==> config.mk <==
export PLATFORM = sky130hd
export DESIGN_NAME = ttc_regs
export DESIGN_NICKNAME = d
export VERILOG_FILES = /design/src/rtl/ttc_pkg.sv /design/src/rtl/ttc_regs.sv
export SDC_FILE = /design/constraint.sdc
export NUM_CORES = 1
export LEC_CHECK = 0
export BUFFER_PORTS_ARGS = -buffer_cell sky130_fd_sc_hd__buf_2
export CORE_AREA = 2 2 137 139
export DETAILED_ROUTE_END_ITERATION = 12
export DIE_AREA = 0 0 139 141
export PLACE_DENSITY = 0.84
export SETUP_SLACK_MARGIN = 0.4
export SLEW_MARGIN = 20
export SYNTH_ARGS = -nofsm -noshare
export SYNTH_HDL_FRONTEND = slang
export SYNTH_SLANG_ARGS = --single-unit
==> constraint.sdc <==
create_clock -name i_clk -period 4.3 [get_ports i_clk]
set_clock_uncertainty 0.15 [all_clocks]
set_input_delay 0.645 -clock i_clk [delete_from_list [all_inputs] [get_ports i_clk]]
set_output_delay 0.645 -clock i_clk [all_outputs]
set_load 0.05 [all_outputs]
==> src/rtl/ttc_pkg.sv <==
// Package for the thermistor temperature converter.
// Holds field widths, register and status codes, shared structs and the engine state type.
// No dependencies.
package ttc_pkg;

    // Default full-scale ADC count.
    localparam int ADC_FULL_SCALE_DEF = 4095;

    // Configuration port.
    localparam int PADDR_W = 6;
    localparam int PDATA_W = 64;

    // Field widths.
    localparam int RAW_W    = 16;
    localparam int TEMP_W   = 18;
    localparam int STAT_W   = 2;
    localparam int MODE_W   = 2;
    localparam int PULLUP_W = 20;
    localparam int COEF_W   = 56;
    localparam int CAL_W    = 11;

    // Width of the divider arithmetic and of the log operands.
    localparam int DN_W  = 24;
    localparam int LOG_W = 20;

    // Depth of the job queue between front and back.
    localparam int QDEPTH = 2;

    // Sensor modes.
    localparam logic [MODE_W-1:0] MODE_TC    = 2'd0;
    localparam logic [MODE_W-1:0] MODE_THERM = 2'd1;
    localparam logic [MODE_W-1:0] MODE_FIXED = 2'd2;

    // Conversion status codes.
    localparam logic [STAT_W-1:0] STAT_OK    = 2'd0;
    localparam logic [STAT_W-1:0] STAT_DEN   = 2'd1;
    localparam logic [STAT_W-1:0] STAT_RECIP = 2'd2;
    localparam logic [STAT_W-1:0] STAT_RES   = 2'd3;

    // Register indexes.
    localparam logic [2:0] REG_MODE     = 3'd0;
    localparam logic [2:0] REG_PULLUP   = 3'd1;
    localparam logic [2:0] REG_COEF_A   = 3'd2;
    localparam logic [2:0] REG_COEF_B   = 3'd3;
    localparam logic [2:0] REG_COEF_C   = 3'd4;
    localparam logic [2:0] REG_LOW_CAL  = 3'd5;
    localparam logic [2:0] REG_HIGH_CAL = 3'd6;

    // Fixed temperatures in sixteenths of a degree.
    localparam logic signed [TEMP_W-1:0] TEMP_ABS_ZERO = -18'sd4370;
    localparam logic signed [TEMP_W-1:0] TEMP_HOT      = 18'sd32000;
    localparam logic signed [TEMP_W-1:0] TEMP_ROOM     = 18'sd400;
    localparam logic signed [TEMP_W-1:0] TEMP_MAX      = 18'sd131071;

    // Configuration register file contents.
    typedef struct packed {
        logic [MODE_W-1:0]          sensor_mode;
        logic [PULLUP_W-1:0]        pullup_ohms;
        logic signed [COEF_W-1:0]   coef_a;
        logic signed [COEF_W-1:0]   coef_b;
        logic signed [COEF_W-1:0]   coef_c;
        logic signed [CAL_W-1:0]    adc_low_cal;
        logic signed [CAL_W-1:0]    adc_high_cal;
    } t_cfg;

    // One classified job: either a finished result or a thermistor conversion.
    typedef struct packed {
        logic                       therm;
        logic signed [TEMP_W-1:0]   temp;
        logic [STAT_W-1:0]          status;
        logic [LOG_W-1:0]           d_val;
        logic [LOG_W-1:0]           n_val;
    } t_job;

    // Conversion engine states.
    typedef enum logic [3:0] {
        S_IDLE,
        S_LOG,
        S_SUM,
        S_MSET,
        S_MPP,
        S_MFIN,
        S_ADD1,
        S_ADD2,
        S_DIV,
        S_RND1,
        S_RND2,
        S_RND3,
        S_DONE
    } t_state;

endpackage

==> src/rtl/ttc_regs.sv <==
// Configuration register file of the thermistor temperature converter.
// APB-style write and read port; depends on ttc_pkg.
module ttc_regs import ttc_pkg::*; (
    input  logic               i_clk,
    input  logic               i_rst_n,
    input  logic               psel,
    input  logic               penable,
    input  logic               pwrite,
    input  logic [PADDR_W-1:0] paddr,
    input  logic [PDATA_W-1:0] pwdata,
    output logic [PDATA_W-1:0] prdata,
    output logic               pready,
    output t_cfg               o_cfg
);

    t_cfg       r_cfg;
    t_cfg       n_cfg;
    logic       w_wr;
    logic [2:0] w_idx;

    assign pready = 1'b1;
    assign w_wr   = psel & penable & pwrite;
    assign w_idx  = paddr[PADDR_W-1:3];
    assign o_cfg  = r_cfg;

    // Next register contents for a write transfer.
    always_comb begin
        n_cfg = r_cfg;
        if (w_wr) begin
            unique case (w_idx)
                REG_MODE:     n_cfg.sensor_mode  = pwdata[MODE_W-1:0];
                REG_PULLUP:   n_cfg.pullup_ohms  = pwdata[PULLUP_W-1:0];
                REG_COEF_A:   n_cfg.coef_a       = pwdata[COEF_W-1:0];
                REG_COEF_B:   n_cfg.coef_b       = pwdata[COEF_W-1:0];
                REG_COEF_C:   n_cfg.coef_c       = pwdata[COEF_W-1:0];
                REG_LOW_CAL:  n_cfg.adc_low_cal  = pwdata[CAL_W-1:0];
                REG_HIGH_CAL: n_cfg.adc_high_cal = pwdata[CAL_W-1:0];
                default: ;
            endcase
        end
    end

    // Register file with its reset values.
    always_ff @(posedge i_clk) begin
        if (!i_rst_n) begin
            r_cfg.sensor_mode  <= MODE_FIXED;
            r_cfg.pullup_ohms  <= 20'd4700;
            r_cfg.coef_a       <= '0;
            r_cfg.coef_b       <= '0;
            r_cfg.coef_c       <= '0;
            r_cfg.adc_low_cal  <= '0;
            r_cfg.adc_high_cal <= '0;
        end else begin
            r_cfg <= n_cfg;
        end
    end

    // Read data, zero extended.
    always_comb begin
        unique case (w_idx)
            REG_MODE:     prdata = {{(PDATA_W-MODE_W){1'b0}}, r_cfg.sensor_mode};
            REG_PULLUP:   prdata = {{(PDATA_W-PULLUP_W){1'b0}}, r_cfg.pullup_ohms};
            REG_COEF_A:   prdata = {{(PDATA_W-COEF_W){1'b0}}, r_cfg.coef_a};
            REG_COEF_B:   prdata = {{(PDATA_W-COEF_W){1'b0}}, r_cfg.coef_b};
            REG_COEF_C:   prdata = {{(PDATA_W-COEF_W){1'b0}}, r_cfg.coef_c};
            REG_LOW_CAL:  prdata = {{(PDATA_W-CAL_W){1'b0}}, r_cfg.adc_low_cal};
            REG_HIGH_CAL: prdata = {{(PDATA_W-CAL_W){1'b0}}, r_cfg.adc_high_cal};
            default:      prdata = '0;
        endcase
    end

endmodule

==> results of run 1 <==
==> routing by layer <==
metal | up-vias | part of all wire (%)
met1 | 4132 | 41
met2 | 357 | 49
met4 | 0 | 3.0
met5 | - | 0
li1 | 3993 | -
met3 | 61 | 7.1
==> layout make-up <==
type	count	share of cell area, %
clock inverters	4	0.199
repair buffers	351	15.6
multi-input cells	714	40.2
well taps	234	2.46
flip-flops and latches	212	35.6
clock buffers	35	5.88
inverters	2	0.0630
==> logic make-up (layout without fill, tap and decap cells) <==
| family | after synthesis | after routing | share of synthesized area [%] |
|---|---|---|---|
| muxes | 276 | 276 | 28.9 |
| buffers and inverters | 91 | 392 | 6.86 |
| and+or+nand+nor | 340 | 340 | 14.4 |
| AOI/OAI and AO/OA | 89 | 89 | 5.81 |
| other | 2 | 9 | 0.0778 |
| DFF | 212 | 212 | 44.0 |
==> synth_stat cells (all sizes together) <==
| cell | count | area (µm²) |
|---|---|---|
| nand2 | 307 | 1150 |
| mux2i | 252 | 2520 |
| dfxtp | 212 | 4240 |
| buf | 58 | 538 |
| o21ai | 45 | 225 |
| clkbuf | 31 | 116 |
| mux2 | 24 | 270 |
| a22oi | 15 | 113 |
| nor2b | 15 | 93.8 |
| a21oi | 7 | 35.0 |
| a221oi | 7 | 61.3 |
| nor2 | 7 | 43.8 |
| a32oi | 6 | 52.6 |
| o211ai | 4 | 30.0 |
| a2bb2oi | 3 | 26.3 |
| and2 | 2 | 12.5 |
| conb | 2 | 7.51 |
| inv | 2 | 7.51 |
| nand2b | 2 | 20.0 |
| nand3 | 2 | 10.0 |
| nor3 | 2 | 10.0 |
| a211o | 1 | 8.76 |
| nand4 | 1 | 12.5 |
| nand4b | 1 | 23.8 |
| nor3b | 1 | 7.51 |
| o31a | 1 | 8.76 |
==> where the power goes <==
part | internal, mW | switching (mW)
Clock | 1.11 | 0.770
Sequential | 1.98 | 0.0118
Combinational | 0.0937 | 0.259
==> metrics by stage <==
stage	cell area (µm²)	hold WS [ns]	worst slack, ns	util [%]	instances
3_3_place_gp	11200	0.303	1.10	61.3	1513
5_1_grt	11900	0.210	1.03	65.3	1552
6_report	11900	0.214	1.08	65.3	1552
4_1_cts	11900	0.190	1.11	65.3	1552
2_1_floorplan	9680	0.529	1.09	-	1017
3_5_place_dp	11200	0.310	1.11	61.3	1513
==> cell usage in the layout (no fill, tap or decap), types with 7 or more instances in the layout <==
cell type,instances
a21oi_1,7
a221oi_1,7
a22oi_1,15
buf_2,329
buf_4,17
clkbuf_16,23
clkbuf_8,8
conb_1,9
dfxtp_1,212
mux2_2,24
mux2i_1,252
nand2_1,307
nor2b_1,15
o21ai_0,45
==> worst max-delay path by stage <==
stage / startpoint / endpoint / depth (start not counted)
2_1_floorplan: paddr[3] / prdata[11] / 5
3_3_place_gp: paddr[3] / prdata[1] / 5
3_5_place_dp: paddr[3] / prdata[1] / 7
4_1_cts: paddr[3] / prdata[1] / 5
5_1_grt: paddr[3] / prdata[1] / 5
6_report: paddr[3] / prdata[1] / 5
==> worst register-to-register path, stage by stage, from the launching register on <==
cell and delay (ns):
dfxtp_1 0.32, o31a_1 0.10, a211o_1 0.25
==> results.cfg, run 1 <==
[run_status]
status = finished, final reports clean

[route]
vias_per_cell = 5.50
dr.pass1.iters = 6
drc = 0
drt-wirelength-per-cell_um = 18.0
routed_wl_mm = 27.9
drtIter0Drc = 464
drtAntennaViolNets = 0
vias = 8543

[cts]
cts_buffers = 22
insertion_delay_ns = 0.50
htree_levels = 1
cts_resized = 0
hold_buffers = 0
clk_pin_slew_worst_paths_ns = 0.06
post-cts-setup-buffers = 0
tritoncts = yes
clk_path_buf_depth = 3
root_buffer = clkbuf_16
cts.sinks = 212

[final_layout]
nFillCells = 1491
largest_register_ffs = 212
n_antenna_cell = 0
area_growth_pct = 23.5
drive_gt1_share_pct = 31.7
nets = 1378
seq_area_um2 = 4240
multi_input_area_um2 = 4790

[worst_setup_path]
r2r_cells = 2
timing.reg2reg.setup_slack_ns = 3.37
cp_top_family = buffers and inverters
critical_path.endpoint_type = primary output
path_class = in -> out
arrival_ns = 2.42
critPathSlowestCell = nor2b_1
cpPeakStageDelay_ns = 0.63
r2r-end = o_cfg[211]
worstSetupStartpointType = primary input
worst-path-max-fanout = 26
regToRegStartpoint = o_cfg[211]
required_ns = 3.50
crit_chain = buf_4 -> nor2b_1 -> a2bb2oi_1 -> o211ai_1 -> buf_2
cp_num_buf_inv = 2

[place]
gp_congestion = 0.869
io_buffers = 331
dp_hpwl_mm = 18.5

[synthesis]
postSynthCellCount = 1010
ys_seq_area_share_pct = 44.0
synth.avg_cell_area_um2 = 9.56
yosysUniqueCellTypes = 34
syn_area_um2 = 9650
synth_seq_cells = 212
yosys_warnings = 0

[die]
ioPinCount = 352
die_w_um = 139
die_area_um2 = 19600
core_um2 = 18300
std_cell_rows = 50
start_util_pct = 52.8
die_h_um = 141

[timing]
tightest_slew_ns = 0.973
fin_setup_tns_ns = 0
fin_crit_sh_pct = 74.9
report.final.setup_viol = 0
hold_viol_final = 0
max_slew_margin_pct = 35.1
period_minus_slack_ns = 3.22
maxSlewViolCount = 0
rsz0062_at_grt = false
fmax_mhz = 311

[power]
irDropWorstVdd_mv = 0.343
power_mw = 4.23
powerDensity_nw_per_um2 = 354
leakage_nw = 5.21

[global_route]
gr-usage-met2_pct = 46.2
use_met3_pct = 5.81
grt_pass1_vias = 8165
grt_pass1_wl_mm = 43.4
grt_max_degree = 138
grt-busiest-layer = met2
gr-total-overflow = 0
antenna_found_initial = 0
track_usage_pct = 26.8
use_met1_pct = 33.2

[flow_run]
maxCapViolCount = 0

[worst_hold_path]
hold-path-cell-count = 2
min_from = pwdata[1]
hold_end = o_cfg[211]
hold_path.class = in -> reg
Note: power is estimated with default switching activity, not from simulation.
==> run 2, diff against run 1 <==
--- a/config.mk
+++ b/config.mk
@@ -6,10 +6,10 @@
 export NUM_CORES = 1
 export LEC_CHECK = 0
 export BUFFER_PORTS_ARGS = -buffer_cell sky130_fd_sc_hd__buf_2
-export CORE_AREA = 2 2 137 139
+export CORE_AREA = 2 2 142 144
 export DETAILED_ROUTE_END_ITERATION = 12
-export DIE_AREA = 0 0 139 141
-export PLACE_DENSITY = 0.84
+export DIE_AREA = 0 0 144 146
+export PLACE_DENSITY = 0.79
 export SETUP_SLACK_MARGIN = 0.4
 export SLEW_MARGIN = 20
 export SYNTH_ARGS = -nofsm -noshare
==> constraint.sdc (replaced) <==
create_clock -name i_clk -period 3.2 [get_ports i_clk]
set_clock_uncertainty 0.15 [all_clocks]
set_input_delay 0.48 -clock i_clk [delete_from_list [all_inputs] [get_ports i_clk]]
set_output_delay 0.48 -clock i_clk [all_outputs]
set_load 0.05 [all_outputs]
==> results.cfg, run 2 (synthesized netlist as in run 1, its figures left out) <==
[cts]
insertion_delay_ns = 0.49
root_buffer = clkbuf_16
hold_buffers = 0
clk_pin_slew_worst_paths_ns = 0.06
tritoncts = yes
cts.sinks = 212
cts_buffers = 22
htree_levels = 1
clk_path_buf_depth = 3

[worst_setup_path]
cpPeakStageDelay_ns = 0.31
worstSetupStartpointType = primary input
required_ns = 2.57
arrival_ns = 2.08
crit_chain = buf_2 -> buf_4 -> nor3b_2 -> buf_6 -> a32oi_1 -> o211ai_1 -> buf_2
cp_num_buf_inv = 4
critical_path.endpoint_type = primary output
path_class = in -> out
timing.reg2reg.setup_slack_ns = 2.23
worst_path_most_repeated_cell = buf_2
cp_top_family = buffers and inverters
critPathSlowestCell = buf_2
worst-path-max-fanout = 28

[route]
drtAntennaViolNets = 0
drc = 0
drtIter0Drc = 369
drt-wirelength-per-cell_um = 17.4
routed_wl_mm = 27.6
dr.pass1.iters = 5
vias = 8396
vias_per_cell = 5.29

[power]
powerDensity_nw_per_um2 = 485
irDropWorstVdd_mv = 0.356
power_mw = 5.85
leakage_nw = 5.23

[place]
io_buffers = 331
place_ws_ns = 0.366
gp_congestion = 0.843
dp_hpwl_mm = 18.8

[global_route]
antenna_found_initial = 1
track_usage_pct = 25.1
grt_pass1_wl_mm = 42.8
gr-total-overflow = 0
grt_max_degree = 94
grt_pass1_vias = 8139

[final_layout]
nFillCells = 1654
seq_area_um2 = 4240
largest_register_ffs = 212
layout_common_cells = buf_2 (329), nand2_1 (307), mux2i_1 (252)
area_growth_pct = 24.9
drive_gt1_share_pct = 31.9
multi_input_area_um2 = 4790
nets = 1382
layout_commonest_cell = buf_2

[die]
start_util_pct = 49.9
core_um2 = 19300
ioPinCount = 352
die_h_um = 146
die_w_um = 144
die_area_um2 = 21000
std_cell_rows = 51

[timing]
fmax_mhz = 368
max_slew_margin_pct = 27.8
fin_setup_tns_ns = 0
hold_viol_final = 0
whs_ns = 0.0732
fin_crit_sh_pct = 84.8
report.final.setup_viol = 0
maxSlewViolCount = 0
tightest_slew_ns = 1.08
rsz0062_at_grt = false
setup_ws_ns = 0.485
period_minus_slack_ns = 2.71

[run_status]
status = finished, final reports clean

[flow_run]
maxCapViolCount = 0

[worst_hold_path]
hold_path.class = in -> reg
[run 2: cell types whose count changed in the layout (fill, tap and decap cells not counted)]
cell	delta
nor2b_1	-2
bufinv_16	+4
buf_4	+2
diode_2	+1
nor2b_2	+2
inv_6	+1
clkinv_4	-1
o21ai_1	+45
clkinv_2	+1
buf_12	+1
clkbuf_1	+2
o21ai_0	-45
clkbuf_8	-6
[run 2: final cells by class]
| type | count | share of cell area [%] |
|---|---|---|
| inverter | 2 | 0.0623 |
| tap | 265 | 2.75 |
| clock inverter | 9 | 1.24 |
| antenna | 1 | 0.0208 |
| timing repair buffer | 355 | 15.9 |
| multi-input combinational | 714 | 39.8 |
| sequential | 212 | 35.2 |
| clock buffer | 30 | 5.08 |
[run 2: power breakdown]
part / internal, mW / total (mW) / switching (mW)
Clock: 1.66 / 2.70 / 1.03
Sequential: 2.66 / 2.67 / 0.0160
Combinational: 0.131 / 0.477 / 0.347
[run 2: worst paths after layout]
check                           startpoint         end  cells past startpoint
worst max-delay path              paddr[4]   prdata[1]                      7
worst min-delay path             pwdata[1]  o_cfg[211]                      2
worst max register to register  o_cfg[211]  o_cfg[211]                      2
worst min register to register  o_cfg[182]  o_cfg[182]                      2
[run 2: metrics by stage]
| stage | util [%] | std cells | instance area, µm² |
|---|---|---|---|
| floorplan | - | 1017 | 9680 |
| global route | 62.3 | 1588 | 12100 |
| global placement | 58.4 | 1548 | 11300 |
| detailed placement | 58.4 | 1548 | 11300 |
| CTS | 62.3 | 1587 | 12000 |
| finish | 62.3 | 1588 | 12100 |
[run 2: per-layer routing]
layer,track usage [%],share of wire [%]
met1,31.0,41
met4,10.6,4.0
met2,42.6,48
met5,0,0
met3,4.67,7.3
[run 2: what timing repair did]
action / 4_1_cts / 5_1_grt
setup buffers: 0 / 0
setup endpoints to repair: 0 / 4
gates resized for setup: 0 / 3
[run 2: worst reg2reg max path, cell delays in order (launching register included)]
cell	delay [ns]
dfxtp_1	0.34
o31a_1	0.11
a211o_1	0.26
==> run 3, diff against run 2 <==
--- a/config.mk
+++ b/config.mk
@@ -6,10 +6,10 @@
 export NUM_CORES = 1
 export LEC_CHECK = 0
 export BUFFER_PORTS_ARGS = -buffer_cell sky130_fd_sc_hd__buf_2
-export CORE_AREA = 2 2 142 144
+export CORE_AREA = 2 2 150 152
 export DETAILED_ROUTE_END_ITERATION = 12
-export DIE_AREA = 0 0 144 146
-export PLACE_DENSITY = 0.79
+export DIE_AREA = 0 0 152 154
+export PLACE_DENSITY = 0.75
 export SETUP_SLACK_MARGIN = 0.4
 export SLEW_MARGIN = 20
 export SYNTH_ARGS = -nofsm -noshare
==> constraint.sdc (replaced) <==
create_clock -name i_clk -period 2.35 [get_ports i_clk]
set_clock_uncertainty 0.15 [all_clocks]
set_input_delay 0.3525 -clock i_clk [delete_from_list [all_inputs] [get_ports i_clk]]
set_output_delay 0.3525 -clock i_clk [all_outputs]
set_load 0.05 [all_outputs]
==> results.cfg, run 3 (synthesized netlist as in run 1, its figures left out) <==
[run_status]
status = finished, final reports clean

[global_route]
grt_max_degree = 82
grt_pass1_wl_mm = 46.4
gr-total-overflow = 0
grt_pass1_vias = 8657
antenna_found_initial = 1
track_usage_pct = 24.0

[worst_setup_path]
critPathSlowestCell = dfxtp_1
path_class = reg -> out
worst-path-max-fanout = 3
required_ns = 1.85
worstSetupStartpointType = flop
crit_chain = mux2_2 -> a22oi_1 -> a21oi_4 -> buf_6
cpPeakStageDelay_ns = 0.33
arrival_ns = 1.65
critical_path.endpoint_type = primary output

[final_layout]
nFillCells = 1645
area_growth_pct = 46.4
stdcell_count = 1690
n_antenna_cell = 0
multi_input_area_um2 = 5470
layout_common_cells = nand2_1 (290), buf_2 (271), mux2i_1 (250)
drive_gt1_share_pct = 45.0
seq_area_um2 = 4290
design_area_um2 = 14100
largest_register_ffs = 212
nets = 1470
layout_commonest_cell = nand2_1

[route]
drc = 0
vias_per_cell = 5.31
routed_wl_mm = 31.5
dr.pass1.iters = 5
vias = 8977
drt-wirelength-per-cell_um = 18.6
drtIter0Drc = 509
drtAntennaViolNets = 0

[timing]
fin_setup_tns_ns = 0
rsz0062_at_grt = true
fmax_mhz = 465
fin_crit_sh_pct = 91.4
period_minus_slack_ns = 2.15
hold_viol_final = 0
report.final.setup_viol = 0
maxSlewViolCount = 0

[place]
dp_hpwl_mm = 19.5
dpl-instance-area_um2 = 11900
gp_congestion = 0.834
io_buffers = 331
placed_cells = 1576

[die]
std_cell_rows = 54
start_util_pct = 44.5
die_area_um2 = 23400
core_um2 = 21700
die_w_um = 152
ioPinCount = 352
die_h_um = 154

[cts]
cts_buffers = 23
clk_path_buf_depth = 3
root_buffer = clkbuf_16
tritoncts = yes
insertion_delay_ns = 0.50
cts.sinks = 212
clk_pin_slew_worst_paths_ns = 0.06
htree_levels = 1

[worst_hold_path]
hold_path.class = in -> reg

[power]
leakage_nw = 6.18
powerDensity_nw_per_um2 = 577
irDropWorstVdd_mv = 0.543

[flow_run]
maxCapViolCount = 0
run 3: worst max-delay path, delay by kind of cell, from the launching register on:
family,cells,cell delay [ns]
AO/OA/AOI/OAI,2,0.38
flip-flops,1,0.33
buffers and inverters,1,0.16
multiplexers,1,0.28
run 3: worst paths after layout:
| path | slack (ns) | to | depth (start not counted) | from |
|---|---|---|---|---|
| setup reg to reg | 1.15 | o_cfg[211] | 4 | o_cfg[211] |
| setup / recovery | 0.20 | prdata[9] | 4 | o_cfg[87] |
| hold reg to reg | 0.31 | o_cfg[86] | 2 | o_cfg[86] |
| hold / removal | 0.01 | o_cfg[54] | 3 | pwdata[32] |
run 3: where the power goes:
group          total (mW)  switching, mW  internal (mW)
Sequential           3.64         0.0232           3.62
Combinational       0.877          0.561          0.316
Clock                3.63           1.41           2.23
Total                8.16           1.99           6.17
run 3: timing repair:
action,in CTS,in global routing
hold endpoints to repair,14,0
cloned,0,7
setup buffers,30,26
endpoints found under the setup margin,56,56
pin swaps,27,31
resized for setup,118,116
hold buffers,11,0
run 3: per-stage QoR:
step | total power [mW] | util (%) | hold WS (ns) | worst slack [ns]
after floorplan | 4.24 | - | 0.320 | 0.171
after global placement | 4.43 | 54.8 | 0.298 | 0.125
after detailed placement | 4.44 | 54.8 | 0.305 | 0.0498
after CTS | 8.11 | 61.6 | 0.000559 | 0.164
after global routing | 8.40 | 65.1 | 0.0173 | 0.163
final | 8.16 | 65.1 | 0.0147 | 0.201
run 3: cell type report:
cell class / instances / area share (%)
Multi-Input combinational cell: 714 / 38.7
Sequential cell: 212 / 30.4
Timing Repair Buffer: 442 / 23.0
Clock buffer: 34 / 4.86
Tap cell: 280 / 2.48
Clock inverter: 6 / 0.567
Inverter: 2 / 0.0531
run 3: metal layers:
metal  vias up  part of all wire [%]  track usage, %
li1       4205                     -               -
met1      4352                    41            29.3
met2       341                    50            42.6
met3        77                   6.1            4.37
met4         2                   3.6            8.19
met5         -                 0.041               0
